<file path="src/rtl/qcp_pkg.sv">
package qcp_pkg;

   // configuration register indexes
   localparam logic [1:0] REG_VERSION   = 2'd0;
   localparam logic [1:0] REG_CENTRES   = 2'd1;
   localparam logic [1:0] REG_ALN_COUNT = 2'd2;

   localparam int ALN_MAX = 7;

   localparam logic [7:0] HOME_RESET    = 8'd20;  // side - 1 for the smallest symbol
   localparam logic [7:0] SIDE_BASE     = 8'd21;
   localparam logic [7:0] FINDER_SPAN   = 8'd9;
   localparam logic [7:0] FINDER_EDGE   = 8'd8;
   localparam logic [7:0] VER_AREA      = 8'd11;
   localparam logic [7:0] TIMING_LINE   = 8'd6;
   localparam logic [5:0] VER_INFO_MIN  = 6'd6;
   localparam logic [7:0] END_COL       = 8'd1;
   localparam logic [7:0] POS_NONE      = 8'hFF;
   localparam logic [3:0] DATA_BITS     = 4'd8;

   typedef struct packed {
      logic [7:0] codeword;
      logic       final_codeword;
   } item_type;

   typedef struct packed {
      logic [5:0]                   version;
      logic [7:0]                   side;
      logic [ALN_MAX-1:0][7:0]      centres;
      logic [2:0]                   count;
   } cfg_type;

   typedef enum logic {
      WALK_IDLE,
      WALK_BUSY
   } walk_state_type;

   function automatic logic [2:0] remainder_len(input logic [5:0] v);
      logic [2:0] r;
      unique case (v)
         6'd1, 6'd2, 6'd3, 6'd4, 6'd5:                           r = 3'd7;
         6'd13, 6'd14, 6'd15, 6'd16, 6'd17, 6'd18, 6'd19:        r = 3'd3;
         6'd20, 6'd21, 6'd22, 6'd23, 6'd24, 6'd25, 6'd26:        r = 3'd4;
         6'd27, 6'd28, 6'd29, 6'd30, 6'd31, 6'd32, 6'd33:        r = 3'd3;
         default:                                                r = 3'd0;
      endcase
      return r;
   endfunction

endpackage

</file>
<file path="src/rtl/qcp_front.sv">
module qcp_front
   import qcp_pkg::*;
(
   input  logic     clock,
   input  logic     reset,
   input  logic     req_valid,
   output logic     req_stall,
   input  logic [7:0] req_codeword,
   input  logic     req_final_codeword,
   output logic     q_valid,
   output item_type q_item,
   input  logic     q_pop
);

   item_type   slot_ff [2];
   logic       wr_ptr_ff, wr_ptr_in;
   logic       rd_ptr_ff, rd_ptr_in;
   logic [1:0] count_ff, count_in;
   logic       push;

   assign req_stall = (count_ff == 2'd2);
   assign push      = req_valid && !req_stall;
   assign q_valid   = (count_ff != 2'd0);
   assign q_item    = slot_ff[rd_ptr_ff];

   always_comb begin
      wr_ptr_in = push ? !wr_ptr_ff : wr_ptr_ff;
      rd_ptr_in = q_pop ? !rd_ptr_ff : rd_ptr_ff;
      count_in  = count_ff + {1'b0, push} - {1'b0, q_pop};
   end

   always_ff @(posedge clock) begin
      if (reset) begin
         wr_ptr_ff <= 1'b0;
         rd_ptr_ff <= 1'b0;
         count_ff  <= 2'd0;
      end else begin
         wr_ptr_ff <= wr_ptr_in;
         rd_ptr_ff <= rd_ptr_in;
         count_ff  <= count_in;
      end
   end

   always_ff @(posedge clock) begin
      if (push) begin
         slot_ff[wr_ptr_ff] <= '{codeword: req_codeword, final_codeword: req_final_codeword};
      end
   end

endmodule

</file>
<file path="src/rtl/qcp_reserved.sv">
module qcp_reserved
   import qcp_pkg::*;
(
   input  logic [7:0] row,
   input  logic [7:0] col,
   input  cfg_type    cfg,
   output logic       reserved
);

   logic [ALN_MAX-1:0] row_hit;
   logic [ALN_MAX-1:0] col_hit;
   logic [2:0]         last_idx;
   logic               aln_hit;
   logic               fixed_hit;
   logic [8:0]         dr;
   logic [8:0]         dc;

   always_comb begin
      last_idx = cfg.count - 3'd1;
      row_hit  = '0;
      col_hit  = '0;
      for (int k = 0; k < ALN_MAX; k++) begin
         dr = {1'b0, row} - {1'b0, cfg.centres[k]};
         dc = {1'b0, col} - {1'b0, cfg.centres[k]};
         if (3'(k) < cfg.count) begin
            row_hit[k] = ($signed(dr) >= -9'sd2) && ($signed(dr) <= 9'sd2);
            col_hit[k] = ($signed(dc) >= -9'sd2) && ($signed(dc) <= 9'sd2);
         end
      end
      // corners shared with the finders carry no alignment pattern
      aln_hit = 1'b0;
      for (int a = 0; a < ALN_MAX; a++) begin
         for (int b = 0; b < ALN_MAX; b++) begin
            if (!((a == 0 && b == 0) || (a == 0 && 3'(b) == last_idx) ||
                  (3'(a) == last_idx && b == 0))) begin
               aln_hit = aln_hit | (row_hit[a] & col_hit[b]);
            end
         end
      end
   end

   always_comb begin
      fixed_hit = 1'b0;
      if (row < FINDER_SPAN && col < FINDER_SPAN) fixed_hit = 1'b1;
      if (row < FINDER_SPAN && col >= cfg.side - FINDER_EDGE) fixed_hit = 1'b1;
      if (row >= cfg.side - FINDER_EDGE && col < FINDER_SPAN) fixed_hit = 1'b1;
      if (row == TIMING_LINE || col == TIMING_LINE) fixed_hit = 1'b1;
      if (cfg.version >= VER_INFO_MIN) begin
         if (row < TIMING_LINE && col >= cfg.side - VER_AREA) fixed_hit = 1'b1;
         if (row >= cfg.side - VER_AREA && col < TIMING_LINE) fixed_hit = 1'b1;
      end
   end

   assign reserved = fixed_hit | aln_hit;

endmodule

</file>
<file path="src/rtl/qcp_walker.sv">
module qcp_walker
   import qcp_pkg::*;
(
   input  logic       clock,
   input  logic       reset,
   input  logic       q_valid,
   input  item_type   q_item,
   output logic       q_pop,
   input  cfg_type    cfg,
   input  logic       rehome,
   output logic       rsp_valid,
   input  logic       rsp_stall,
   output logic [7:0] rsp_module_row,
   output logic [7:0] rsp_module_col,
   output logic       rsp_dark,
   output logic       rsp_run_end,
   output logic       rsp_fill_mismatch
);

   walk_state_type state_ff, state_in;
   logic [7:0] row_ff, row_in;
   logic [7:0] col_ff, col_in;
   logic       up_ff, up_in;
   logic       left_step_ff, left_step_in;
   logic       exh_ff, exh_in;
   logic [3:0] left_ff, left_in;
   logic [7:0] cw_ff, cw_in;
   logic       fin_ff, fin_in;
   logic       rsp_valid_ff, rsp_valid_in;
   logic [7:0] rsp_row_ff, rsp_row_in;
   logic [7:0] rsp_col_ff, rsp_col_in;
   logic       rsp_dark_ff, rsp_dark_in;
   logic       rsp_end_ff, rsp_end_in;
   logic       rsp_mm_ff, rsp_mm_in;

   logic       is_reserved;
   logic       go;
   logic       emit;
   logic       last;
   logic [7:0] home;
   logic [7:0] end_row;
   logic [7:0] row_adv;
   logic [7:0] col_adv;
   logic       up_adv;
   logic       at_edge;

   qcp_reserved u_reserved (
      .row      (row_ff),
      .col      (col_ff),
      .cfg      (cfg),
      .reserved (is_reserved)
   );

   assign home    = cfg.side - 8'd1;
   assign end_row = cfg.side - ((cfg.version >= VER_INFO_MIN) ? VER_AREA : FINDER_EDGE);
   assign go      = (state_ff == WALK_BUSY) && (!rsp_valid_ff || !rsp_stall);
   assign q_pop   = (state_ff == WALK_IDLE) && q_valid;

   // one zigzag step from the current cursor
   always_comb begin
      row_adv = row_ff;
      up_adv  = up_ff;
      at_edge = up_ff ? (row_ff == 8'd0) : (row_ff == home);
      if (!left_step_ff) begin
         if (at_edge) begin
            up_adv  = !up_ff;
            col_adv = col_ff - 8'd1;
         end else begin
            row_adv = up_ff ? row_ff - 8'd1 : row_ff + 8'd1;
            col_adv = col_ff + 8'd1;
         end
      end else begin
         col_adv = col_ff - 8'd1;
      end
      if (col_adv == TIMING_LINE) col_adv = col_adv - 8'd1;
   end

   always_comb begin
      state_in = state_ff;
      unique case (state_ff)
         WALK_IDLE: if (q_valid) state_in = WALK_BUSY;
         WALK_BUSY: if (emit && last) state_in = WALK_IDLE;
         default:   state_in = WALK_IDLE;
      endcase
   end

   always_comb begin
      row_in       = row_ff;
      col_in       = col_ff;
      up_in        = up_ff;
      left_step_in = left_step_ff;
      exh_in       = exh_ff;
      left_in      = left_ff;
      cw_in        = cw_ff;
      fin_in       = fin_ff;
      rsp_valid_in = rsp_valid_ff && rsp_stall;
      rsp_row_in   = rsp_row_ff;
      rsp_col_in   = rsp_col_ff;
      rsp_dark_in  = rsp_dark_ff;
      rsp_end_in   = rsp_end_ff;
      rsp_mm_in    = rsp_mm_ff;
      emit         = 1'b0;
      last         = (left_ff == 4'd1);

      if (q_pop) begin
         cw_in   = q_item.codeword;
         fin_in  = q_item.final_codeword;
         left_in = DATA_BITS +
                   (q_item.final_codeword ? {1'b0, remainder_len(cfg.version)} : 4'd0);
      end

      if (rehome) begin
         row_in       = home;
         col_in       = home;
         up_in        = 1'b1;
         left_step_in = 1'b1;
         exh_in       = 1'b0;
      end

      if (go) begin
         if (exh_ff) begin
            emit = 1'b1;
         end else begin
            row_in       = row_adv;
            col_in       = col_adv;
            up_in        = up_adv;
            left_step_in = !left_step_ff;
            exh_in       = (col_adv == POS_NONE);
            emit         = !is_reserved;
         end
      end

      if (emit) begin
         rsp_valid_in = 1'b1;
         rsp_row_in   = exh_ff ? POS_NONE : row_ff;
         rsp_col_in   = exh_ff ? POS_NONE : col_ff;
         rsp_dark_in  = cw_ff[7];     // zeros shift in for remainder bits
         rsp_end_in   = last;
         rsp_mm_in    = last && fin_ff && (exh_in || row_in != end_row || col_in != END_COL);
         cw_in        = {cw_ff[6:0], 1'b0};
         left_in      = left_ff - 4'd1;
         if (last && fin_ff) begin
            row_in       = home;
            col_in       = home;
            up_in        = 1'b1;
            left_step_in = 1'b1;
            exh_in       = 1'b0;
         end
      end
   end

   always_ff @(posedge clock) begin
      if (reset) begin
         state_ff     <= WALK_IDLE;
         row_ff       <= HOME_RESET;
         col_ff       <= HOME_RESET;
         up_ff        <= 1'b1;
         left_step_ff <= 1'b1;
         exh_ff       <= 1'b0;
         left_ff      <= 4'd0;
         rsp_valid_ff <= 1'b0;
      end else begin
         state_ff     <= state_in;
         row_ff       <= row_in;
         col_ff       <= col_in;
         up_ff        <= up_in;
         left_step_ff <= left_step_in;
         exh_ff       <= exh_in;
         left_ff      <= left_in;
         rsp_valid_ff <= rsp_valid_in;
      end
   end

   always_ff @(posedge clock) begin
      cw_ff       <= cw_in;
      fin_ff      <= fin_in;
      rsp_row_ff  <= rsp_row_in;
      rsp_col_ff  <= rsp_col_in;
      rsp_dark_ff <= rsp_dark_in;
      rsp_end_ff  <= rsp_end_in;
      rsp_mm_ff   <= rsp_mm_in;
   end

   assign rsp_valid         = rsp_valid_ff;
   assign rsp_module_row    = rsp_row_ff;
   assign rsp_module_col    = rsp_col_ff;
   assign rsp_dark          = rsp_dark_ff;
   assign rsp_run_end       = rsp_end_ff;
   assign rsp_fill_mismatch = rsp_mm_ff;

`ifndef NO_ASSERTIONS
   a_idle_no_bits_left: assert property (@(posedge clock) disable iff (reset)
      state_ff == WALK_IDLE |-> left_ff == 4'd0)
      else $error("walker idle with bits still to place");

   a_mismatch_on_end: assert property (@(posedge clock) disable iff (reset)
      rsp_valid_ff && rsp_mm_ff |-> rsp_end_ff)
      else $error("fill mismatch flagged before end of run");

   a_none_pos_pair: assert property (@(posedge clock) disable iff (reset)
      rsp_valid_ff |-> ((rsp_row_ff == POS_NONE) == (rsp_col_ff == POS_NONE)))
      else $error("only one coordinate marks an exhausted walk");

   a_load_from_idle: assert property (@(posedge clock) disable iff (reset)
      q_pop |=> state_ff == WALK_BUSY && left_ff >= DATA_BITS)
      else $error("item load did not start a run");
`endif

endmodule

</file>
<file path="src/rtl/qr_codeword_module_placer.sv">
// QR codeword module placer.
// req_ channel: one codeword byte per transfer, req_final_codeword marks the
// last codeword of a symbol. rsp_ channel: one transfer per module write,
// giving row, column and bit value, MSB of the byte first. rsp_run_end marks
// the last write of an input item; on a final item the version's remainder
// bits (light) follow the eight data bits and rsp_fill_mismatch reports
// whether the walk missed its expected end position.
// csr_ port: index 0 version (also re-homes the cursor), 1 packed alignment
// centres, 2 alignment centre count. Write only while the block is idle.
// Timing: an item is loaded from the two-entry input queue, then the cursor
// takes one step per cycle while rsp_ is not stalled; each step lands on a free
// module or skips a reserved one. A run covers 8 data bits (plus up to 7
// remainder bits on a final item) and any skipped modules; the zigzag cursor
// step is the limiting loop. Results come from registered rsp_ outputs.
// Reset: empty queue, no pending result, version 0, cursor at bottom right.
// A stalled rsp_ holds its result and halts the walker; the queue keeps
// taking up to two further codewords before req_stall rises.
module qr_codeword_module_placer
   import qcp_pkg::*;
#(
   parameter int VERSION_COUNT = 40
) (
   input  logic        clock,
   input  logic        reset,
   input  logic        req_valid,
   output logic        req_stall,
   input  logic [7:0]  req_codeword,
   input  logic        req_final_codeword,
   output logic        rsp_valid,
   input  logic        rsp_stall,
   output logic [7:0]  rsp_module_row,
   output logic [7:0]  rsp_module_col,
   output logic        rsp_dark,
   output logic        rsp_run_end,
   output logic        rsp_fill_mismatch,
   input  logic        csr_we,
   input  logic [1:0]  csr_index,
   input  logic [55:0] csr_wdata
);

   localparam int VER_LIM = (VERSION_COUNT - 1 > 39) ? 39 : VERSION_COUNT - 1;

   logic [5:0]  version_ff;
   logic [55:0] centres_ff;
   logic [2:0]  count_ff;
   logic        rehome_ff, rehome_in;
   logic [5:0]  version_sat;
   cfg_type     cfg;
   logic        q_valid;
   logic        q_pop;
   item_type    q_item;

   assign version_sat = (version_ff > 6'(VER_LIM)) ? 6'(VER_LIM) : version_ff;
   // re-home in the cycle after a version write, once the new side is in place
   assign rehome_in   = csr_we && (csr_index == REG_VERSION);

   always_comb begin
      cfg.version = version_sat;
      cfg.side    = SIDE_BASE + {version_sat, 2'b00};
      cfg.centres = centres_ff;
      cfg.count   = count_ff;
   end

   always_ff @(posedge clock) begin
      if (reset) begin
         version_ff <= 6'd0;
         centres_ff <= 56'd0;
         count_ff   <= 3'd0;
         rehome_ff  <= 1'b0;
      end else begin
         rehome_ff <= rehome_in;
         if (csr_we) begin
            unique case (csr_index)
               REG_VERSION:   version_ff <= csr_wdata[5:0];
               REG_CENTRES:   centres_ff <= csr_wdata;
               REG_ALN_COUNT: count_ff   <= csr_wdata[2:0];
               default:       ;
            endcase
         end
      end
   end

   qcp_front u_front (
      .clock              (clock),
      .reset              (reset),
      .req_valid          (req_valid),
      .req_stall          (req_stall),
      .req_codeword       (req_codeword),
      .req_final_codeword (req_final_codeword),
      .q_valid            (q_valid),
      .q_item             (q_item),
      .q_pop              (q_pop)
   );

   qcp_walker u_walker (
      .clock             (clock),
      .reset             (reset),
      .q_valid           (q_valid),
      .q_item            (q_item),
      .q_pop             (q_pop),
      .cfg               (cfg),
      .rehome            (rehome_ff),
      .rsp_valid         (rsp_valid),
      .rsp_stall         (rsp_stall),
      .rsp_module_row    (rsp_module_row),
      .rsp_module_col    (rsp_module_col),
      .rsp_dark          (rsp_dark),
      .rsp_run_end       (rsp_run_end),
      .rsp_fill_mismatch (rsp_fill_mismatch)
   );

endmodule

</file>
<file path="config.mk">
export PLATFORM = sky130hd
export DESIGN_NAME = qr_codeword_module_placer
export DESIGN_NICKNAME = d
export VERILOG_FILES = /design/src/rtl/qcp_pkg.sv /design/src/rtl/qcp_front.sv /design/src/rtl/qcp_reserved.sv /design/src/rtl/qcp_walker.sv /design/src/rtl/qr_codeword_module_placer.sv
export SDC_FILE = /design/constraint.sdc
export NUM_CORES = 1
export LEC_CHECK = 0
export ABC_AREA = 1
export BUFFER_PORTS_ARGS = -buffer_cell sky130_fd_sc_hd__buf_2
export CAP_MARGIN = 20
export CELL_PAD_IN_SITES_DETAIL_PLACEMENT = 2
export CELL_PAD_IN_SITES_GLOBAL_PLACEMENT = 2
export CORE_MARGIN = 8
export CORE_UTILIZATION = 32
export CTS_CLUSTER_SIZE = 24
export DETAILED_ROUTE_END_ITERATION = 16
export PLACE_DENSITY = 0.83
export SLEW_MARGIN = 30
export SYNTH_ARGS = -nofsm -noshare
export SYNTH_HDL_FRONTEND = slang
export SYNTH_SLANG_ARGS = --single-unit
</file>
<file path="constraint.sdc">
create_clock -name clock -period 4.72 [get_ports clock]
set_clock_uncertainty 0.05 [all_clocks]
set_input_delay 1.416 -clock clock [delete_from_list [all_inputs] [get_ports clock]]
set_output_delay 1.416 -clock clock [all_outputs]
set_load 0.02 [all_outputs]
</file>
==> impl_results.md, run 1 <==
- Tcrit/Tclk final: 96.5%
- Initial antenna violation count: 1
- Global route total overflow: 0
- Async set-reset flop share out of synthesis: 0%
- Slowest CP cell: dfxtp_2
- Cell leakage power: 7.91 nW
- Final hold viol count: 0
- Worst endpoint required time: 4.87 ns
- Max H-tree Level: 4
- Setup ws final: 0.166 ns
- Pin count of the biggest net entering global routing: 63
- Clock Tree Buf Depth: 2
- Mapped Area: 13900 um2
- Initial Utilization: 32.3%
- Maximum vdd drop: 0.356 mV
- Mapped Nets: 2316
- Share of cells above drive strength 1: 10.8%
- DR iter-0 viols: 562
- Worst reg-to-reg path cell count: 28
- Hpwl dp: 44.0 mm
- TritonCTS buffer count: 17
- Critical path arrival: 4.70 ns
- Residual DRC: 0
- Via count: 14702
- CP max stage delay: 0.33 ns
- Synth Register Bits: 142
- Vias in the first global route: 16280
- Fillers: 5329
- Gate count of the mapped netlist: 2066
- R2R Path Start: version_ff[3]$_SDFFE_PP0P_
- Setup Crit Path Kind: flop to flop
- Yosys warnings: 0
- # nets final: 2434
- Pre-CTS setup slack: -0.0786 ns
- Most used DFF post-synth: dfxtp_1
- Crit-path most repeated cell: nand2_1
- Cell Rows: 76
- WL/cell: 20.0 um
- Reg clk slew, reported paths: 0.07 ns
- Crit path capture: u_walker.rsp_module_col[2]$_SDFFCE_PP1P_
- Vias/cell: 5.28
- Critical Path Source Type: flop
- Slew margin rel.: 31.3%
- Fmax: 220 MHz
- Worst R2R End: u_walker.rsp_module_col[2]$_SDFFCE_PP1P_
- Setup TNS Final: 0 ns
- Root buffer cell: clkbuf_16
- Hold/Removal Path Class: flop to flop
- Core Box Area: 43000 um2
- Worst Setup End Kind: flop
- P&R area growth vs syn: 14.7%
- Final Max Tran Viols: 0
- RSZ-0062 raised after global routing: yes
- Clk_lat worst skew: 0.50 ns
- Register area share after synthesis: 23.7%
- Library cells used by synthesis: 51
- Min cycle time layout: 4.55 ns
- Final setup vio count: 0
- Detail Route Antenna Nets: 0
- Die area: 50300 um2
- First-pass GRT wire length: 87.5 mm
- Syn avg cell area: 6.72 um2
- Status: completed
- Utilization after layout: 37.1%
- Power per Cell Area: 624 nW/um2
- Port buffer count: 92
- First-pass iteration count of the detailed router: 4
- Flop-to-flop setup slack: 0.17 ns
- GRT Util Overall: 22.1%
- Wirelength, routed: 55.8 mm
- Die Y: 224 um
- Die width: 224 um
- Cts hold-fix bufs: 0
- Clock sinks: 142
- Worst slew pin tran: 1.03 ns
- Max-cap violation count: 0
- Number of I/O pins: 93
- TritonCTS clock tree: yes
- EDFF count, synth: 45
- Routability cong.: 0.902
- Crit path launch: version_ff[3]$_SDFFE_PP0P_
- CP Max Fanout: 23
## placed cells by master (no fill, tap or decap), types with 8 or more instances in the layout
| cell type | synthesis | routed |
|---|---|---|
| nand3_1 | 167 | 165 |
| o21ai_1 | 12 | 12 |
| buf_4 | 1 | 42 |
| fa_1 | 13 | 13 |
| ha_1 | 165 | 164 |
| nor3_1 | 17 | 16 |
| or2_2 | 10 | 10 |
| clkbuf_16 | 0 | 17 |
| mux2i_1 | 8 | 8 |
| nand2_2 | 10 | 10 |
| inv_1 | 313 | 307 |
| inv_2 | 4 | 9 |
| xor2_1 | 43 | 43 |
| nor2_1 | 141 | 136 |
| nand2_1 | 501 | 501 |
| dfxtp_1 | 97 | 95 |
| a21oi_1 | 172 | 172 |
| buf_2 | 2 | 92 |
| edfxtp_1 | 45 | 45 |
| nand3b_1 | 25 | 25 |
| o21a_1 | 10 | 10 |
| o21ai_0 | 105 | 104 |
| o211ai_1 | 10 | 10 |
| xnor2_1 | 27 | 26 |
| nand4_1 | 83 | 83 |
## worst min-delay path by stage
stage	slack (ns)	to	cells past startpoint	from
after floorplan	0.35	u_walker.rsp_dark$_DFFE_PP_	0	u_walker.cw_ff[7]$_DFFE_PP_
after global placement	0.36	u_walker.rsp_dark$_DFFE_PP_	0	u_walker.cw_ff[7]$_DFFE_PP_
after detailed placement	0.40	u_walker.rsp_dark$_DFFE_PP_	0	u_walker.cw_ff[7]$_DFFE_PP_
after CTS	0.42	u_front.rd_ptr_ff$_SDFFE_PP0P_	1	u_front.rd_ptr_ff$_SDFFE_PP0P_
after global routing	0.43	u_front.rd_ptr_ff$_SDFFE_PP0P_	1	u_front.rd_ptr_ff$_SDFFE_PP0P_
final	0.42	u_front.rd_ptr_ff$_SDFFE_PP0P_	1	u_front.rd_ptr_ff$_SDFFE_PP0P_
## cells in the mapped netlist, drive strengths merged (6+ instances only)
master  count  share of area (%)
xnor2      27                1.7
a21oi     172                6.2
nand3b     25                1.4
nand2     514                 14
o21a       10               0.54
nand4      84                3.8
nand3     174                6.7
xor2       43                2.7
edfxtp     45                9.7
o21ai     124                4.7
fa         13                1.9
buf         6               0.40
clkbuf     32               0.86
ha        165                 15
nor2      147                4.2
dfxtp      97                 14
mux2i       8               0.58
inv       318                8.6
nor3       17               0.61
o211ai     11               0.63
or2        10               0.45
## metrics by stage
step	hold slack (ns)	cell area (um2)	instances	power, mW
6_report	0.419	15900	2783	9.94
3_5_place_dp	0.400	15300	2748	8.42
4_1_cts	0.419	15900	2781	9.96
2_1_floorplan	0.350	13900	2066	6.32
5_1_grt	0.435	15900	2783	10.8
3_3_place_gp	0.364	15300	2748	7.95
## worst max-delay path: cells and delay by family, from the launching register on
| kind | cells | cell delay (ns) |
|---|---|---|
| DFF | 1 | 0.33 |
| xor gates and xnor gates | 1 | 0.30 |
| adders and majority gates | 2 | 0.53 |
| buffers and inverters | 5 | 0.78 |
| AOI/OAI and AO/OA | 4 | 0.61 |
| and+or+nand+nor | 16 | 1.61 |
## metal layers
metal  global-route usage [%]  vias up  wire length, um
met5                        0        -                0
met4                     9.98        0             2120
met3                     4.04      109             1820
met2                     39.3      234            27700
met1                     25.5     7265            24100
li1                         -     7094                -
## area by class of cell
cell class                      instances  area (um2)  share of cell area [%]
Clock inverter                         15         151                   0.950
Clock buffer                           17         425                    2.67
Multi-Input combinational cell       1567        9300                    58.3
Inverter                              319        1200                    7.55
Tap cell                              585         732                    4.59
Antenna cell                            1        2.50                  0.0157
Timing Repair Buffer                  137         827                    5.19
Sequential cell                       142        3300                    20.7
## power by group
part	total, mW	switching (mW)	internal, mW	leakage (nW)
clock network	1.40	0.659	0.741	0.281
logic	6.71	4.43	2.28	6.41
registers	1.83	0.272	1.56	1.22
## repair_timing
action,4_1_cts,5_1_grt
resized for setup,2,20
pin swaps,2,9
setup buffers,1,1
endpoints found under the setup margin,38,59
## cells by family (layout without fill, tap and decap cells)
logic type	count (synthesis)	count (layout)	synth area share, %
AOI/OAI and AO/OA	331	331	12.8
DFF	142	142	23.7
muxes	9	9	0.657
and+or+nand+nor	979	979	31.8
xor gates and xnor gates	70	70	4.41
adders and majority gates	178	178	16.7
buffers and inverters	357	488	9.90
other	0	1	0
## state kept, by name, summed over array words and instances (netlist names), 3 cells and up, named ones only
signal	count
version_ff	6
u_walker.cw_ff	8
u_walker.rsp_module_row	8
u_front.slot_ff	18
u_walker.rsp_module_col	8
u_walker.row_ff	8
centres_ff	56
count_ff	3
u_walker.left_ff	4
u_walker.col_ff	8
Note: power is estimated with default switching activity, not from simulation.
==> run 2: changes to the inputs <==
--- a/config.mk
+++ b/config.mk
@@ -14,6 +14,7 @@
 export CORE_UTILIZATION = 32
 export CTS_CLUSTER_SIZE = 24
 export DETAILED_ROUTE_END_ITERATION = 16
+export MAX_ROUTING_LAYER = met4
 export PLACE_DENSITY = 0.83
 export SLEW_MARGIN = 30
 export SYNTH_ARGS = -nofsm -noshare
==> constraint.sdc (replaced) <==
create_clock -name clock -period 4.72 [get_ports clock]
set_clock_uncertainty 0.05 [all_clocks]
set_input_delay 0 -clock clock [delete_from_list [all_inputs] [get_ports clock]]
set_output_delay 0 -clock clock [all_outputs]
set_load 0.02 [all_outputs]
==> impl_results.md, run 2 (synthesized netlist as in run 1, its figures left out) <==
- Tcrit/Tclk final: 100% (+3.8 points)
- Initial antenna violation count: 4 (+3)
- Reg clk slew, reported paths: 0.08 ns (about the same)
- Die area: 50300 um2 (unchanged)
- Number of I/O pins: 93 (unchanged)
- Max-cap violation count: 0 (unchanged)
- Power per Cell Area: 619 nW/um2 (-0.87%)
- TritonCTS clock tree: yes
- Via count: 15613 (+6.2%)
- Slowest CP cell: dfxtp_2
- Die width: 224 um (unchanged)
- Cell leakage power: 8.26 nW (+4.4%)
- First-pass iteration count of the detailed router: 5 (+1)
- First-pass GRT wire length: 97.4 mm (+11%)
- Final setup vio count: 1 (+1)
- DR iter-0 viols: 877 (+56%)
- Routability cong.: 0.906 (+0.34%)
- Residual DRC: 0 (unchanged)
- Hpwl dp: 44.6 mm (+1.3%)
- Port buffer count: 92 (unchanged)
- Register area: 3300 um2 (about the same)
- Detail Route Antenna Nets: 0 (unchanged)
- Die Y: 224 um (unchanged)
- Slew margin rel.: 28.0% (-3.3 points)
- Hold Crit Start: req_codeword[2]
- Core Box Area: 43000 um2 (unchanged)
- Clock sinks: 142 (unchanged)
- Area of the multi-input gates: 9310 um2 (+0.19%)
- Min cycle time layout: 4.73 ns (+0.178 ns)
- Cell Rows: 76 (unchanged)
- Worst R2R End: u_walker.col_ff[2]$_SDFF_PP1_
- Worst Hold Endpoint: u_front.slot_ff[1][3]$_DFFE_PP_
- WHS: 0.188 ns (-0.231 ns)
- Fmax: 211 MHz (-3.8%)
- Largest registers: centres_ff x56, u_front.slot_ff x18
- Initial Utilization: 32.3% (unchanged)
- Crit-path most repeated cell: nand2_1
- P&R area growth vs syn: 20.7%
- Vias/cell: 5.44 (+2.9%)
- CP max stage delay: 0.34 ns (about the same)
- Fillers: 5125 (-3.8%)
- Critical path arrival: 5.02 ns (+0.32 ns)
- Worst hold stages: 2 (+1)
- GRT Util Overall: 25.5% (+3.4 points)
- Maximum vdd drop: 0.385 mV (+8.4%)
- Setup Crit Path Kind: flop to flop
- Largest Register: centres_ff
- Share of cells above drive strength 1: 11.3% (+0.48 points)
- Final Max Tran Viols: 0 (unchanged)
- Post-placement cell count: 2750 (+0.073%)
- Most common cell after layout, fill and taps aside: nand2_1
- Setup ws final: -0.0115 ns (-0.178 ns)
- Total chip power: 10.4 mW (+4.3%)
- WL/cell: 22.8 um (+14%)
- Critical Path Source Type: flop
- Max H-tree Level: 4 (unchanged)
- Post-Layout Cell Count: 2871 (+3.2%)
- Worst endpoint required time: 5.00 ns (+0.13 ns)
- Root buffer cell: clkbuf_16
- Worst slew pin tran: 1.08 ns (+0.0491 ns)
- Wirelength, routed: 65.5 mm (+17%)
- Clock Tree Buf Depth: 2 (unchanged)
- R2R Path Start: version_ff[4]$_SDFFE_PP0P_
- Vias in the first global route: 17096 (+5.0%)
- Clk_lat worst skew: 0.50 ns (about the same)
- Crit path launch: version_ff[4]$_SDFFE_PP0P_
- Pin count of the biggest net entering global routing: 57 (-9.5%)
- Worst reg-to-reg path cell count: 33 (+18%)
- Utilization after layout: 39.0% (+1.9 points)
- Commonest cells after routing, fill and taps aside: 497 x nand2_1, 307 x inv_1, 172 x a21oi_1
- Hold/Removal Path Class: primary input to flop
- Setup TNS Final: -0.0115 ns (-0.0115 ns)
- Global route total overflow: 0 (unchanged)
- TritonCTS buffer count: 17 (unchanged)
- Failing checks: negative setup slack
- Final hold viol count: 0 (unchanged)
- Flop-to-flop setup slack: -0.01 ns (-0.18 ns)
- Worst Setup End Kind: flop
- # nets final: 2518 (+3.5%)
- Number of flip-flops in the largest register: 56 (unchanged)
- CP Max Fanout: 7 (-70%)
- Status: finished with violations
## run 2: changes by cell type in the layout (fill, tap and decap cells not counted), sizes merged
cell,previous run,this run
buf,137,150
clkinvlp,2,1
diode,1,5
bufinv,1,0
dlygate4sd3,0,71
clkbuf,17,19
## run 2: worst max-delay path by stage
stage	to	slack [ns]
floorplan	u_walker.rsp_dark$_DFFE_PP_	0.25
global placement	u_walker.rsp_module_col[0]$_SDFFCE_PP1P_	0.20
detailed placement	u_walker.col_ff[2]$_SDFF_PP1_	-0.23
CTS	u_walker.col_ff[2]$_SDFF_PP1_	0.04
global route	u_walker.col_ff[2]$_SDFF_PP1_	-0.23
finish	u_walker.col_ff[2]$_SDFF_PP1_	-0.01
## run 2: final cells by class
| class | instances | share of cell area (%) |
|---|---|---|
| diodes | 5 | 0.0746 |
| clock buffers | 19 | 2.70 |
| clock inverters | 13 | 0.724 |
| inverters | 319 | 7.21 |
| multi-input cells | 1567 | 55.5 |
| flip-flops and latches | 142 | 19.7 |
| well taps | 585 | 4.37 |
| repair buffers | 221 | 9.72 |
## run 2: layer usage
metal | track usage (%) | routed length [um]
met1 | 28.2 | 26800
met2 | 44.7 | 33000
met3 | 4.18 | 2470
met4 | 11.3 | 3240
met5 | - | 0
## run 2: what timing repair did
| item | CTS | global route |
|---|---|---|
| setup buffers | 1 | 12 |
| hold buffers | 71 | 0 |
| endpoints found under the setup margin | 48 | 59 |
| pin swaps | 3 | 25 |
| resized for setup | 5 | 28 |
| hold endpoints to repair | 94 | 0 |
## run 2: per-stage QoR
stage / setup WS [ns] / cell area [um2]
floorplan: 0.249 / 13900
global placement: 0.198 / 15300
detailed placement: -0.232 / 15300
CTS: 0.0413 / 16600
global route: -0.228 / 16800
finish: -0.0115 / 16800
## run 2: report_power, final
| part | switching (mW) | internal (mW) |
|---|---|---|
| Clock | 0.700 | 0.721 |
| Combinational | 4.75 | 2.36 |
| Sequential | 0.281 | 1.56 |
## run 2: worst max-delay path, delay by kind of cell (launching register included)
| kind | cells | cell delay, ns |
|---|---|---|
| simple gates | 20 | 2.26 |
| compound gates | 4 | 0.60 |
| buf+inv | 6 | 0.60 |
| fa+ha+maj | 2 | 0.50 |
| flops | 1 | 0.34 |
| xor+xnor | 1 | 0.22 |
